File: src/design/tkf_pkg.sv
package tkf_pkg;

    // Fixed-point format
    localparam int FRAC_BITS = 16;
    localparam int EST_W     = 10 + FRAC_BITS;          // signed Q10.F estimate
    localparam int COV_W     = 2 + FRAC_BITS;           // unsigned Q2.F covariance
    localparam int DEN_W     = COV_W + 1;               // P + R
    localparam int QUOT_W    = FRAC_BITS + 1;           // gain, 0 .. ONE
    localparam int NUM_W     = COV_W + FRAC_BITS + 1;   // (P << F) + den/2
    localparam int CNT_W     = $clog2(QUOT_W + 1);
    localparam int DIFF_W    = EST_W + 1;               // measurement minus estimate
    localparam int KB_W      = FRAC_BITS + 2;           // signed multiplier operand B
    localparam int PROD_W    = DIFF_W + KB_W;
    localparam int RND_W     = PROD_W - FRAC_BITS + 1;
    localparam int SUM_W     = RND_W + 1;
    localparam int INT_W     = EST_W - FRAC_BITS + 1;   // truncated integer part

    // Port widths fixed by the interface
    localparam int SMP_W     = 9;
    localparam int OUT_W     = 26;
    localparam int CFG_W     = 18;
    localparam int CFG_IDX_W = 3;
    localparam int JTH_W     = 9;
    localparam int DTH_W     = 9;
    localparam int TTH_W     = 8;
    localparam int DIR_W     = 3;

    localparam logic [QUOT_W-1:0] ONE_Q   = QUOT_W'(1) << FRAC_BITS;
    localparam logic [COV_W-1:0]  COV_ONE = COV_W'(1) << FRAC_BITS;
    localparam logic [COV_W-1:0]  COV_MAX = '1;
    localparam logic [PROD_W-1:0] HALF_P  = PROD_W'(1) << (FRAC_BITS - 1);

    localparam logic [COV_W-1:0] MEAS_NOISE_RST =
        COV_W'(((64'd1 << FRAC_BITS) + 64'd5) / 64'd10);
    localparam logic [COV_W-1:0] PROC_NOISE_RST =
        COV_W'(((64'd1 << FRAC_BITS) + 64'd10) / 64'd20);

    typedef enum logic [CFG_IDX_W-1:0] {
        REG_MEAS_NOISE    = 3'd0,
        REG_PROCESS_NOISE = 3'd1,
        REG_JUMP_THRESH   = 3'd2,
        REG_FWD_THRESH    = 3'd3,
        REG_BWD_THRESH    = 3'd4,
        REG_TURN_THRESH   = 3'd5
    } reg_idx_t;

    typedef enum logic [DIR_W-1:0] {
        DIR_FORWARD  = 3'd0,
        DIR_BACKWARD = 3'd1,
        DIR_RIGHT    = 3'd2,
        DIR_LEFT     = 3'd3,
        DIR_STOP     = 3'd4
    } dir_t;

endpackage

File: src/design/tilt_kalman_filter_direction_top.sv
// Channel | Direction | Handshake          | Payload
// s_      | in        | s_valid / s_ready  | s_sample_x, s_sample_y, s_sample_z
// m_      | out       | m_valid / m_ready  | m_smooth_x/y/z, m_bypassed,
//         |           |                    | m_heading_cmd, m_cmd_changed
// cfg_    | in        | cfg_wr_en          | cfg_index, cfg_wr_data
//
// A filtered word runs PREP, DIV (17-bit gain divide), MUL1, EST and COV per axis, then DIR;
// a bypassed word goes straight to DIR, which loads the output register and raises m_valid once it is free.
// The gain divider is the long pole: one quotient bit per cycle, reused per axis.
// s_ready is high only while the sequencer idles; a finished result sits in the
// output register, so the next word is accepted while m_ready is low.
// Synchronous active-low reset restores estimates, covariances and thresholds.
module tilt_kalman_filter_direction_top import tkf_pkg::*; (
    input  logic                    aclk,
    input  logic                    aresetn,
    // configuration
    input  logic                    cfg_wr_en,
    input  logic [CFG_IDX_W-1:0]    cfg_index,
    input  logic [CFG_W-1:0]        cfg_wr_data,
    // sample input
    input  logic                    s_valid,
    output logic                    s_ready,
    input  logic signed [SMP_W-1:0] s_sample_x,
    input  logic signed [SMP_W-1:0] s_sample_y,
    input  logic signed [SMP_W-1:0] s_sample_z,
    // result output
    output logic                    m_valid,
    input  logic                    m_ready,
    output logic signed [OUT_W-1:0] m_smooth_x,
    output logic signed [OUT_W-1:0] m_smooth_y,
    output logic signed [OUT_W-1:0] m_smooth_z,
    output logic                    m_bypassed,
    output logic [DIR_W-1:0]        m_heading_cmd,
    output logic                    m_cmd_changed
);

    typedef enum logic [6:0] {
        ST_IDLE = 7'b0000001,
        ST_PREP = 7'b0000010,
        ST_DIV  = 7'b0000100,
        ST_MUL1 = 7'b0001000,
        ST_EST  = 7'b0010000,
        ST_COV  = 7'b0100000,
        ST_DIR  = 7'b1000000
    } state_t;

    localparam logic signed [SUM_W-1:0] X_MAX = SUM_W'((64'sd1 <<< (EST_W - 1)) - 64'sd1);
    localparam logic signed [SUM_W-1:0] X_MIN = SUM_W'(-(64'sd1 <<< (EST_W - 1)));
    localparam logic signed [EST_W-1:0] EST_NINE = EST_W'(9) <<< FRAC_BITS;

    // Configuration registers
    logic [COV_W-1:0]        meas_noise_reg;
    logic [COV_W-1:0]        proc_noise_reg;
    logic [JTH_W-1:0]        jump_thr_reg;
    logic signed [DTH_W-1:0] fwd_thr_reg;
    logic signed [DTH_W-1:0] bwd_thr_reg;
    logic [TTH_W-1:0]        turn_thr_reg;

    // Filter state
    logic signed [EST_W-1:0] est_reg      [3];
    logic [COV_W-1:0]        cov_reg      [3];
    logic signed [SMP_W-1:0] prev_raw_reg [3];
    logic signed [SMP_W-1:0] raw_reg      [3];
    logic signed [EST_W-1:0] smooth_reg   [3];
    dir_t                    last_dir_reg;

    // Sequencer
    state_t            state_reg;
    logic [1:0]        axis_reg;
    logic              jump_reg;
    logic [COV_W-1:0]  p_reg;
    logic              den_zero_reg;
    logic [QUOT_W-1:0] k_reg;

    // Output register
    logic                    m_valid_reg;
    logic signed [OUT_W-1:0] out_x_reg;
    logic signed [OUT_W-1:0] out_y_reg;
    logic signed [OUT_W-1:0] out_z_reg;
    logic                    out_byp_reg;
    logic [DIR_W-1:0]        out_dir_reg;
    logic                    out_chg_reg;

    // -------------------------------------------------------------------
    // Jump detect on the incoming word against the previous raw sample
    // -------------------------------------------------------------------
    logic signed [SMP_W-1:0] s_in [3];
    logic                    jump;

    assign s_in[0] = s_sample_x;
    assign s_in[1] = s_sample_y;
    assign s_in[2] = s_sample_z;

    always_comb begin
        logic signed [SMP_W:0] d;
        logic [SMP_W:0]        d_abs;
        jump = 1'b0;
        for (int a = 0; a < 3; a++) begin
            d     = (SMP_W + 1)'(s_in[a]) - (SMP_W + 1)'(prev_raw_reg[a]);
            d_abs = d[SMP_W] ? -d : d;
            if (d_abs > {1'b0, jump_thr_reg}) begin
                jump = 1'b1;
            end
        end
    end

    // -------------------------------------------------------------------
    // Per-axis prediction: P + Q (saturated), denominator and dividend
    // -------------------------------------------------------------------
    logic [COV_W:0]     p_sum;
    logic [COV_W-1:0]   p_sat;
    logic [DEN_W-1:0]   den;
    logic [NUM_W-1:0]   num;

    assign p_sum = {1'b0, cov_reg[axis_reg]} + {1'b0, proc_noise_reg};
    assign p_sat = p_sum[COV_W] ? COV_MAX : p_sum[COV_W-1:0];
    assign den   = {1'b0, p_sat} + {1'b0, meas_noise_reg};
    assign num   = (NUM_W'(p_sat) << FRAC_BITS) + NUM_W'(den >> 1);

    logic              div_start;
    logic              div_done;
    logic [QUOT_W-1:0] div_quot;

    assign div_start = (state_reg == ST_PREP);

    tkf_div u_div (
        .aclk    (aclk),
        .aresetn (aresetn),
        .start   (div_start),
        .num     (num),
        .den     (den),
        .done    (div_done),
        .quot    (div_quot)
    );

    // -------------------------------------------------------------------
    // Shared multiplier: K*(m - X) in MUL1, P*(ONE - K) in EST
    // -------------------------------------------------------------------
    logic signed [DIFF_W-1:0] raw_q;
    logic signed [DIFF_W-1:0] innov;
    logic [QUOT_W-1:0]        one_minus_k;
    logic signed [DIFF_W-1:0] mul_a;
    logic signed [KB_W-1:0]   mul_b;
    logic signed [PROD_W-1:0] prod;

    assign raw_q       = DIFF_W'(raw_reg[axis_reg]) <<< FRAC_BITS;
    assign innov       = raw_q - DIFF_W'(est_reg[axis_reg]);
    assign one_minus_k = ONE_Q - k_reg;

    always_comb begin
        if (state_reg == ST_MUL1) begin
            mul_a = innov;
            mul_b = KB_W'(k_reg);
        end else begin
            mul_a = DIFF_W'(p_reg);
            mul_b = KB_W'(one_minus_k);
        end
    end

    tkf_mul u_mul (
        .aclk (aclk),
        .op_a (mul_a),
        .op_b (mul_b),
        .prod (prod)
    );

    // Estimate update: round half away from zero, add, saturate
    logic                    prod_neg;
    logic [PROD_W-1:0]       prod_mag;
    logic [PROD_W-1:0]       rnd_full;
    logic signed [RND_W-1:0] rnd_mag;
    logic signed [RND_W-1:0] rnd;
    logic signed [SUM_W-1:0] x_sum;
    logic signed [EST_W-1:0] x_new;

    assign prod_neg = prod[PROD_W-1];
    assign prod_mag = prod_neg ? PROD_W'(-prod) : PROD_W'(prod);
    assign rnd_full = (prod_mag + HALF_P) >> FRAC_BITS;
    assign rnd_mag  = rnd_full[RND_W-1:0];
    assign rnd      = prod_neg ? -rnd_mag : rnd_mag;
    assign x_sum    = SUM_W'(rnd) + SUM_W'(est_reg[axis_reg]);

    always_comb begin
        if (x_sum > X_MAX) begin
            x_new = X_MAX[EST_W-1:0];
        end else if (x_sum < X_MIN) begin
            x_new = X_MIN[EST_W-1:0];
        end else begin
            x_new = x_sum[EST_W-1:0];
        end
    end

    // Covariance update: product is never negative here
    logic [PROD_W-1:0] cov_full;
    logic [COV_W-1:0]  cov_new;

    assign cov_full = (PROD_W'(prod) + HALF_P) >> FRAC_BITS;
    assign cov_new  = (cov_full > PROD_W'(COV_MAX)) ? COV_MAX : cov_full[COV_W-1:0];

    // -------------------------------------------------------------------
    // Direction from smoothed x and y (raw on a bypassed word), truncated toward zero
    // -------------------------------------------------------------------
    function automatic logic signed [INT_W-1:0] trunc_int(input logic signed [EST_W-1:0] v);
        logic [EST_W:0] mag;
        logic [EST_W:0] sh;
        mag = v[EST_W-1] ? (EST_W + 1)'(-(EST_W + 1)'(v)) : (EST_W + 1)'(v);
        sh  = mag >> FRAC_BITS;
        return v[EST_W-1] ? -INT_W'(sh) : INT_W'(sh);
    endfunction

    function automatic logic [OUT_W-1:0] to_out(input logic signed [EST_W-1:0] v);
        logic signed [63:0] w;
        w = 64'(v);
        return w[OUT_W-1:0];
    endfunction

    logic signed [INT_W-1:0] xi;
    logic signed [INT_W-1:0] yi;
    logic signed [INT_W-1:0] turn_pos;
    logic signed [INT_W-1:0] turn_neg;
    dir_t                    dir;

    assign xi       = trunc_int(smooth_reg[0]);
    assign yi       = trunc_int(smooth_reg[1]);
    assign turn_pos = INT_W'(turn_thr_reg);
    assign turn_neg = -turn_pos;

    // Priority: forward, backward, right, left, else stop
    always_comb begin
        if (yi > INT_W'(fwd_thr_reg)) begin
            dir = DIR_FORWARD;
        end else if (yi < INT_W'(bwd_thr_reg)) begin
            dir = DIR_BACKWARD;
        end else if (xi > turn_pos) begin
            dir = DIR_RIGHT;
        end else if (xi < turn_neg) begin
            dir = DIR_LEFT;
        end else begin
            dir = DIR_STOP;
        end
    end

    // -------------------------------------------------------------------
    // Handshakes
    // -------------------------------------------------------------------
    logic s_fire;
    logic out_free;

    assign s_ready  = (state_reg == ST_IDLE);
    assign s_fire   = s_valid && s_ready;
    assign out_free = !m_valid_reg || m_ready;

    // Configuration writes; indexes beyond the list are dropped
    always_ff @(posedge aclk) begin
        if (!aresetn) begin
            meas_noise_reg <= MEAS_NOISE_RST;
            proc_noise_reg <= PROC_NOISE_RST;
            jump_thr_reg   <= JTH_W'(5);
            fwd_thr_reg    <= DTH_W'(4);
            bwd_thr_reg    <= -DTH_W'(4);
            turn_thr_reg   <= TTH_W'(3);
        end else if (cfg_wr_en) begin
            case (cfg_index)
                REG_MEAS_NOISE:    meas_noise_reg <= COV_W'(cfg_wr_data);
                REG_PROCESS_NOISE: proc_noise_reg <= COV_W'(cfg_wr_data);
                REG_JUMP_THRESH:   jump_thr_reg   <= cfg_wr_data[JTH_W-1:0];
                REG_FWD_THRESH:    fwd_thr_reg    <= cfg_wr_data[DTH_W-1:0];
                REG_BWD_THRESH:    bwd_thr_reg    <= cfg_wr_data[DTH_W-1:0];
                REG_TURN_THRESH:   turn_thr_reg   <= cfg_wr_data[TTH_W-1:0];
                default: ;
            endcase
        end
    end

    // Sequencer and filter state
    always_ff @(posedge aclk) begin
        if (!aresetn) begin
            state_reg       <= ST_IDLE;
            axis_reg        <= '0;
            jump_reg        <= 1'b0;
            last_dir_reg    <= DIR_FORWARD;
            est_reg[0]      <= '0;
            est_reg[1]      <= '0;
            est_reg[2]      <= EST_NINE;
            cov_reg[0]      <= COV_ONE;
            cov_reg[1]      <= COV_ONE;
            cov_reg[2]      <= COV_ONE;
            prev_raw_reg[0] <= '0;
            prev_raw_reg[1] <= '0;
            prev_raw_reg[2] <= SMP_W'(9);
            smooth_reg[0]   <= '0;
            smooth_reg[1]   <= '0;
            smooth_reg[2]   <= '0;
            m_valid_reg     <= 1'b0;
        end else begin
            // drop the word once taken, unless a new one loads in this cycle
            if (m_valid_reg && m_ready && state_reg != ST_DIR) begin
                m_valid_reg <= 1'b0;
            end
            case (state_reg)
                ST_IDLE: begin
                    if (s_fire) begin
                        // capture word; bypass loads raw values and skips the filter
                        axis_reg <= '0;
                        jump_reg <= jump;
                        for (int a = 0; a < 3; a++) begin
                            raw_reg[a]      <= s_in[a];
                            prev_raw_reg[a] <= s_in[a];
                            if (jump) begin
                                smooth_reg[a] <= EST_W'(s_in[a]) <<< FRAC_BITS;
                            end
                        end
                        state_reg <= jump ? ST_DIR : ST_PREP;
                    end
                end
                ST_PREP: begin
                    p_reg        <= p_sat;
                    den_zero_reg <= (den == '0);
                    state_reg    <= ST_DIV;
                end
                ST_DIV: begin
                    if (div_done) begin
                        k_reg     <= den_zero_reg ? '0 : div_quot;
                        state_reg <= ST_MUL1;
                    end
                end
                ST_MUL1: begin
                    state_reg <= ST_EST;
                end
                ST_EST: begin
                    est_reg[axis_reg]    <= x_new;
                    smooth_reg[axis_reg] <= x_new;
                    state_reg            <= ST_COV;
                end
                ST_COV: begin
                    cov_reg[axis_reg] <= cov_new;
                    if (axis_reg == 2'd2) begin
                        state_reg <= ST_DIR;
                    end else begin
                        axis_reg  <= axis_reg + 2'd1;
                        state_reg <= ST_PREP;
                    end
                end
                ST_DIR: begin
                    // hold until the output register frees up
                    if (out_free) begin
                        out_x_reg    <= to_out(smooth_reg[0]);
                        out_y_reg    <= to_out(smooth_reg[1]);
                        out_z_reg    <= to_out(smooth_reg[2]);
                        out_byp_reg  <= jump_reg;
                        out_dir_reg  <= dir;
                        out_chg_reg  <= (dir != last_dir_reg);
                        last_dir_reg <= dir;
                        m_valid_reg  <= 1'b1;
                        state_reg    <= ST_IDLE;
                    end
                end
                default: state_reg <= ST_IDLE;
            endcase
        end
    end

    assign m_valid       = m_valid_reg;
    assign m_smooth_x    = out_x_reg;
    assign m_smooth_y    = out_y_reg;
    assign m_smooth_z    = out_z_reg;
    assign m_bypassed    = out_byp_reg;
    assign m_heading_cmd = out_dir_reg;
    assign m_cmd_changed = out_chg_reg;

    // -------------------------------------------------------------------
    // Assertions
    // -------------------------------------------------------------------
    ap_div_done_in_div: assert property (@(posedge aclk) disable iff (!aresetn)
        div_done |-> state_reg == ST_DIV)
        else $error("divider finished outside the divide step");

    ap_gain_bound: assert property (@(posedge aclk) disable iff (!aresetn)
        state_reg == ST_MUL1 |-> k_reg <= ONE_Q)
        else $error("Kalman gain above one");

    ap_bypass_path: assert property (@(posedge aclk) disable iff (!aresetn)
        (s_fire && jump) |=> state_reg == ST_DIR)
        else $error("bypassed word did not go straight to direction");

    ap_axis_range: assert property (@(posedge aclk) disable iff (!aresetn)
        axis_reg != 2'd3)
        else $error("axis counter out of range");

    ap_result_load: assert property (@(posedge aclk) disable iff (!aresetn)
        (state_reg == ST_DIR && out_free) |=> m_valid_reg && state_reg == ST_IDLE)
        else $error("result not loaded into output register");

endmodule

File: src/design/tkf_div.sv
// Restoring divider, one quotient bit per cycle. Quotient must fit QUOT_W bits.
module tkf_div import tkf_pkg::*; (
    input  logic              aclk,
    input  logic              aresetn,
    input  logic              start,
    input  logic [NUM_W-1:0]  num,
    input  logic [DEN_W-1:0]  den,
    output logic              done,
    output logic [QUOT_W-1:0] quot
);

    logic [CNT_W-1:0]  cnt_reg;
    logic              done_reg;
    logic [DEN_W-1:0]  rem_reg;
    logic [DEN_W-1:0]  den_reg;
    logic [QUOT_W-1:0] low_reg;
    logic [QUOT_W-1:0] quot_reg;

    logic [DEN_W:0] trial;
    logic [DEN_W:0] trial_sub;
    logic           q_bit;

    assign trial     = {rem_reg, low_reg[QUOT_W-1]};
    assign trial_sub = trial - {1'b0, den_reg};
    assign q_bit     = (trial >= {1'b0, den_reg});

    always_ff @(posedge aclk) begin
        if (!aresetn) begin
            cnt_reg  <= '0;
            done_reg <= 1'b0;
        end else begin
            done_reg <= 1'b0;
            if (start) begin
                cnt_reg <= CNT_W'(QUOT_W);
            end else if (cnt_reg != '0) begin
                cnt_reg <= cnt_reg - CNT_W'(1);
                if (cnt_reg == CNT_W'(1)) begin
                    done_reg <= 1'b1;
                end
            end
        end
    end

    always_ff @(posedge aclk) begin
        if (start) begin
            rem_reg  <= DEN_W'(num[NUM_W-1:QUOT_W]);
            low_reg  <= num[QUOT_W-1:0];
            den_reg  <= den;
            quot_reg <= '0;
        end else if (cnt_reg != '0) begin
            rem_reg  <= q_bit ? trial_sub[DEN_W-1:0] : trial[DEN_W-1:0];
            low_reg  <= {low_reg[QUOT_W-2:0], 1'b0};
            quot_reg <= {quot_reg[QUOT_W-2:0], q_bit};
        end
    end

    assign done = done_reg;
    assign quot = quot_reg;

endmodule

File: src/design/tkf_mul.sv
// Shared signed multiplier, product registered.
module tkf_mul import tkf_pkg::*; (
    input  logic                     aclk,
    input  logic signed [DIFF_W-1:0] op_a,
    input  logic signed [KB_W-1:0]   op_b,
    output logic signed [PROD_W-1:0] prod
);

    logic signed [PROD_W-1:0] prod_reg;

    always_ff @(posedge aclk) begin
        prod_reg <= PROD_W'(op_a) * PROD_W'(op_b);
    end

    assign prod = prod_reg;

endmodule
File: config.mk
export PLATFORM = sky130hd
export DESIGN_NAME = tilt_kalman_filter_direction_top
export DESIGN_NICKNAME = d
export VERILOG_FILES = /design/src/design/tkf_pkg.sv /design/src/design/tilt_kalman_filter_direction_top.sv /design/src/design/tkf_div.sv /design/src/design/tkf_mul.sv
export SDC_FILE = /design/constraint.sdc
export NUM_CORES = 2
export LEC_CHECK = 0
export BUFFER_PORTS_ARGS = -buffer_cell sky130_fd_sc_hd__buf_2
export CAP_MARGIN = 25
export CORE_MARGIN = 10
export CORE_UTILIZATION = 40
export CTS_BUF_LIST = sky130_fd_sc_hd__clkbuf_8
export DETAILED_ROUTE_END_ITERATION = 16
export PLACE_DENSITY = 0.6
export SYNTH_ARGS = -nofsm -noshare
export SYNTH_HDL_FRONTEND = slang
export SYNTH_HIERARCHICAL = 1
export SYNTH_SLANG_ARGS = --single-unit
File: constraint.sdc
create_clock -name aclk -period 11.8 [get_ports aclk]
set_clock_uncertainty 0.05 [all_clocks]
set_input_delay 0.59 -clock aclk [delete_from_list [all_inputs] [get_ports aclk]]
set_output_delay 0.59 -clock aclk [all_outputs]
set_load 0.03 [all_outputs]
---- After elaboration in Yosys (flattened, before gate mapping) ----
Memory sizes are Yosys's and may differ from the RTL's. A register that Yosys moved wholly into a read port is not among the register bits.
Index checks and enable logic that the tools add are counted.
cells by class
  order comparisons ....................... 11
  equality and inequality tests ........... 20
  multipliers ............................. 1
  multiplexer cells ....................... 79
  bitwise logic cells ..................... 8
  reduce and logical (&&, ||, !) cells .... 28
  $add $sub $neg .......................... 24
operators by type and width
  operator                  number
  $mux W26                  7
  $add A45 B16 Y45 const B  2
  $mux W18                  5
  $mux W27                  3
  $neg A26 Y27              2
  $reduce_or A26 Y1         2
  $mux W17                  3
  $pmux W7 S7               1
  $mul A27 B18 Y45          1
  $mux W45                  1
  $neg A45 Y45              1
  $add A18 B18 Y19          2
  $add A34 B18 Y35          1
  $mux W7                   5
  $add A30 B26 Y31          1
  $gt A31 B26 Y1 const B    1
  $lt A31 B26 Y1 const B    1
  $gt A10 B9 Y1             3
  $mux W10                  3
  $mux W30                  1
  $neg A10 Y10              3
  $neg A29 Y30              1
  $sub A9 B9 Y10            3
  $gt A29 B18 Y1 const B    1
  49 further kinds          117
word-level totals
  memories kept ........................... 5
  word-level logic and storage cells ...... 204
  output and inout bits ................... 85
  RAM bits ................................ 264
  bits of input ports ..................... 53
  register bits after elaboration ......... 301
memories
  memory        words  width  rd ports  clocked after Yosys merged registers in  write ports  RTL line                                RTL
  est_reg       3      26     1         1                                        3            tilt_kalman_filter_direction_top.sv:60  logic signed [EST_W-1:0] est_reg [3];
  smooth_reg    3      26     3         1                                        3            tilt_kalman_filter_direction_top.sv:64  logic signed [EST_W-1:0] smooth_reg [3];
  cov_reg       3      18     1         1                                        3            tilt_kalman_filter_direction_top.sv:61  logic [COV_W-1:0] cov_reg [3];
  prev_raw_reg  3      9      3         0                                        3            tilt_kalman_filter_direction_top.sv:62  logic signed [SMP_W-1:0] prev_raw_reg [3];
  raw_reg       3      9      1         1                                        3            tilt_kalman_filter_direction_top.sv:63  logic signed [SMP_W-1:0] raw_reg [3];

---- Longest topological paths before layout ----
An unclocked memory read counts as a cell.
  depth after elaboration ................. 15
  mapped depth ............................ 41
  mapped depth without buffers ............ 35

---- Cells and area by module ----
Netlist, hierarchy kept.
by module, submodules not included
  module                            sequential area each (um2)  area each (um2)  cells each  instances
  tilt_kalman_filter_direction_top  14,564.0                    31,059.8         3,033       1
  tkf_mul                           900.9                       18,098.6         2,014       1
  tkf_div                           2,102.0                     4,202.8          398         1

---- Least setup slack after synthesis ----
Ideal clock, no wire load.
  kind .................................... flip-flop to flip-flop
  start point ............................. register with a tool-made name
  end point ............................... register u_mul.prod_reg[42], in the netlist u_mul/prod[42]
  setup time .............................. 0.062 ns
  slack ................................... 1.487 ns
  cell stages (with the launch flop) ...... 35
  arrival time ............................ 10.200 ns
  path buffers ............................ 5
  data required time ...................... 11.688 ns
  clock period less this slack ............ 10.313 ns
  path through ............................ dfxtp_1 > clkbuf_1 > clkbuf_1 > clkbuf_1 > buf_1 > mux4_2 > inv_1 > ha_1 > o211a_1 > nand4_1 > nand4b_1 > a21o_1 > a21o_1 > nand2_1 > nand3_1 > a21oi_1 > clkbuf_1 > nand2_1 > inv_1 > fa_1 > fa_1 > fa_1 > fa_1 > fa_1 > inv_1 > fa_1 > inv_1 > ha_1 > a21o_1 > a21o_1 > a21o_1 > a21oi_1 > o21ai_2 > or4b_1 > nand3_1
RTL lines
  element               RTL line       RTL
  to (signal assigned)  tkf_mul.sv:12  prod_reg <= PROD_W'(op_a) * PROD_W'(op_b);
  to (decl)             tkf_mul.sv:9   logic signed [PROD_W-1:0] prod_reg;

==> results by group <==
Synthesis
  – Post-synth EDFFs: 481
  – Cell count after synthesis: 5445
  – Top post-synthesis cells by area: sky130_fd_sc_hd__edfxtp_1 27%, sky130_fd_sc_hd__fa_1 18%, sky130_fd_sc_hd__ha_1 7.6%
  – Count of yosys warnings during synthesis: 6
  – Seq cells post-synth: 637
  – Average size of a mapped cell: 9.80 um2
  – Top FF cell, synth: sky130_fd_sc_hd__edfxtp_1
  – Synth cell types: 111
  – Cell area after technology mapping: 0.0534 mm2
  – Share of synthesized registers carrying an async set or reset: 0%
  – Most area-hungry cell type in the Yosys netlist: sky130_fd_sc_hd__edfxtp_1
  – Share of Yosys cell area claimed by the top area cell type: 27.1%
  – Fraction of the yosys area taken by sequential cells: 32.9%

CTS
  – Latest clock arrival within the worst-skew pair: 0.77 ns
  – H-Tree Depth: 3
  – Maximum root-to-sink buffer count: 3
  – # clock sinks: 637
  – TritonCTS clock tree: yes
  – TritonCTS Buffers: 107
  – Library cell used as clock root buffer: sky130_fd_sc_hd__clkbuf_8
  – Resize count post-CTS: 0
  – Clock transition at the registers of the reported paths: 0.07 ns

Global routing
  – Met2 track demand over resource: 33.1%
  – Met1 track utilization from global routing: 26.6%
  – First-pass GRT wire length: 231 mm
  – Pin count of the biggest net entering global routing: 71
  – Total gr overflow: 0
  – Vias in the first global route: 40000
  – Overall fraction of global-route tracks in use: 19.7%
  – Met3 layer usage reported by global route: 2.91%
  – Most crowded layer after global routing: met2
  – Initial antenna violation count: 9

Place
  – Final weighted congestion in routability-driven placement: 0.914
  – Number of I/O port buffers: 137
  – Post-detail-place hpwl: 112 mm

Min path
  – Min-Delay Path Class: primary input to flop
  – Cell depth of the worst hold path: 1
  – Worst Min Path Start: s_sample_z[0]
  – Hold Crit Endpoint: raw_reg[2][0]

Setup path
  – End of the worst register-to-register path: u_mul/prod[42]
  – Top delay family on crit path: adder cells
  – Depth of the worst register-to-register path: 30
  – Max Fanout on Critical Path: 41
  – Number of buffer and inverter instances along the worst setup path: 4
  – Type of element capturing the critical path: flop
  – Arrival time at the worst endpoint: 11.06 ns
  – Startpoint type of the worst setup path: flop
  – CP dominant cell by count: sky130_fd_sc_hd__fa_1
  – Reg-to-reg slack, setup: 1.36 ns
  – Required time of the worst setup path: 12.42 ns
  – Slowest-stage cell, CP: sky130_fd_sc_hd__buf_4
  – Start-to-end type of the worst setup path: flop to flop
  – Crit path largest cell delay: 0.70 ns

Floorplan
  – Overall die height: 385 um
  – Die footprint: 0.148 mm2
  – Cell Rows: 133
  – Total core area: 0.132 mm2
  – Starting Density: 40.4%
  – Horiz. Die Dim: 385 um
  – Total I/O pin count: 138

Power and ir drop
  – Ratio of total power to cell area: 153 mW/mm2
  – Switching Fraction: 40.1%
  – Relative contribution of the clock network to total power: 22.2%
  – Sequential share of power: 35.4%
  – Total Power Consumption: 8.99 mW
  – Switch Pwr: 3.60 mW
  – Internal power: 5.38 mW
  – Logic pwr share: 42.3%
  – Cell leakage power: 24.8 nW
  – Worst IR drop on VDD: 0.131 mV

Timing
  – Tmin final: 10.44 ns
  – Setup repair after global routing missed its margin: false
  – Setup violations, final: 0
  – Slew of the pin with the lowest slew margin: 1.01 ns
  – Worst-case headroom to the max-slew limit: 32.2%
  – Hold violation count in the final report: 0
  – Setup TNS: 0 ns
  – Fmax: 95.8 MHz
  – Share of the cycle needed by the critical path after routing: 88.5%
  – Final Max Slew Viols: 0

Route
  – Vias after detailed routing: 39600
  – Routed length per placed instance: 19.8 um
  – Detail Route Antenna Nets: 0
  – Post-Route WL: 147 mm
  – Router iterations before antenna repair: 5
  – Drt initial violations: 3005
  – Via-to-Cell Ratio: 5.34
  – Remaining DRCs: 0

Job
  – Max Cap Viol: 0

Cells and area
  – Ratio of cells with drive above 1 in the final layout: 9.80%
  – Final net count: 6426
  – Synth-to-Final Area Change: 9.84%
  – Largest register FFs: 104

Status
  – Run status: complete, no violations
==> how the worst max path moves through the flow <==
stage                                 to  slack [ns]  depth (start not counted)
after floorplan           u_mul/prod[42]        1.49                         34
after global placement    u_mul/prod[42]        1.53                         31
after detailed placement  u_mul/prod[42]        1.45                         31
after CTS                 u_mul/prod[42]        1.35                         30
after global routing      u_mul/prod[42]        0.68                         31
final                     u_mul/prod[42]        1.36                         30
==> repair_timing <==
item,4_1_cts,5_1_grt
buffers inserted,0,0
hold endpoints to repair,37,0
hold buffers,28,0
==> worst reg2reg max path: cells and delay by family (launching register included) <==
| family | cells | cell delay (ns) |
|---|---|---|
| adder cells (fa/ha/maj) | 7 | 3.44 |
| AND/OR/NAND/NOR | 9 | 2.61 |
| AO/OA/AOI/OAI | 8 | 2.09 |
| buffers and inverters | 4 | 0.85 |
| multiplexers | 1 | 0.67 |
| flip-flops | 1 | 0.52 |
| XOR/XNOR | 1 | 0.14 |
==> cell usage after synthesis, drive strengths merged, types with 26 or more instances <==
| cell | number |
|---|---|
| a21o | 75 |
| a21oi | 274 |
| a31oi | 26 |
| and2 | 237 |
| clkbuf | 206 |
| dfxtp | 156 |
| edfxtp | 481 |
| fa | 481 |
| ha | 322 |
| inv | 755 |
| mux2i | 30 |
| mux4 | 44 |
| nand2 | 719 |
| nand2b | 31 |
| nand3 | 98 |
| nand4 | 42 |
| nor2 | 250 |
| nor2b | 61 |
| nor3 | 69 |
| nor4 | 46 |
| o211ai | 32 |
| o21a | 49 |
| o21ai | 228 |
| o31ai | 32 |
| or2 | 32 |
| or3 | 32 |
| xnor2 | 207 |
| xor2 | 117 |
==> metal layers <==
layer / share of wire, % / wire, um
met2: 48 / 71300
met5: 0.019 / 28
met1: 44 / 64400
met3: 5.5 / 8120
met4: 2.3 / 3330
==> cell type report <==
cell class | count | area [um2]
clock buffer | 116 | 1600
antenna | 3 | 7.51
multi-input combinational | 3826 | 32300
clock inverter | 84 | 557
sequential | 637 | 17600
fill | 12700 | 73400
tap | 1755 | 2200
timing repair buffer | 242 | 1540
inverter | 756 | 2840
==> power groups by stage <==
| stage | Sequential (mW) | Combinational, mW | Clock, mW |
|---|---|---|---|
| floorplan | 3.07 | 2.83 | 0 |
| global placement | 3.22 | 3.69 | 0 |
| detailed placement | 3.22 | 3.74 | 0 |
| CTS | 3.18 | 3.78 | 2.04 |
| global route | 3.22 | 4.21 | 2.14 |
| finish | 3.18 | 3.81 | 2.00 |
==> kinds of logic (layout without fill, tap and decap cells) <==
logic type	Yosys count	in the layout	share of synthesized area (%)
other cells	1	7	0.00703
simple gates	1719	1719	15.8
fa+ha+maj	803	803	25.6
mux	97	97	2.91
buf+inv	985	1198	7.03
flops	637	637	32.9
compound gates	879	879	10.5
xor+xnor	324	324	5.32
==> cells in the final DEF (no fill, tap or decap), types with 37 or more instances in the layout <==
cell type / n
sky130_fd_sc_hd__buf_2: 137
sky130_fd_sc_hd__ha_1: 322
sky130_fd_sc_hd__nor2b_1: 60
sky130_fd_sc_hd__edfxtp_1: 481
sky130_fd_sc_hd__and2_1: 235
sky130_fd_sc_hd__clkbuf_8: 116
sky130_fd_sc_hd__nor3_1: 69
sky130_fd_sc_hd__nand4_1: 42
sky130_fd_sc_hd__a21o_1: 74
sky130_fd_sc_hd__o21ai_0: 200
sky130_fd_sc_hd__nor4_1: 37
sky130_fd_sc_hd__o21a_1: 48
sky130_fd_sc_hd__nand2_1: 715
sky130_fd_sc_hd__mux4_2: 44
sky130_fd_sc_hd__buf_4: 77
sky130_fd_sc_hd__a21oi_1: 270
sky130_fd_sc_hd__xnor2_1: 196
sky130_fd_sc_hd__nor2_1: 247
sky130_fd_sc_hd__xor2_1: 114
sky130_fd_sc_hd__dfxtp_1: 153
sky130_fd_sc_hd__fa_1: 481
sky130_fd_sc_hd__nand3_1: 98
sky130_fd_sc_hd__inv_1: 785
==> stage by stage <==
step	cell area (um2)	setup slack [ns]	util, %	hold WS, ns	cells
floorplan	53400	1.49	-	0.350	5448
global placement	56200	1.53	42.6	0.353	7187
global route	58600	0.681	44.4	0.0129	7418
detailed placement	56200	1.45	42.6	0.357	7188
CTS	58600	1.35	44.4	0.000161	7416
finish	58600	1.36	44.4	0.0661	7419
Note: power is estimated with default switching activity, not from simulation.
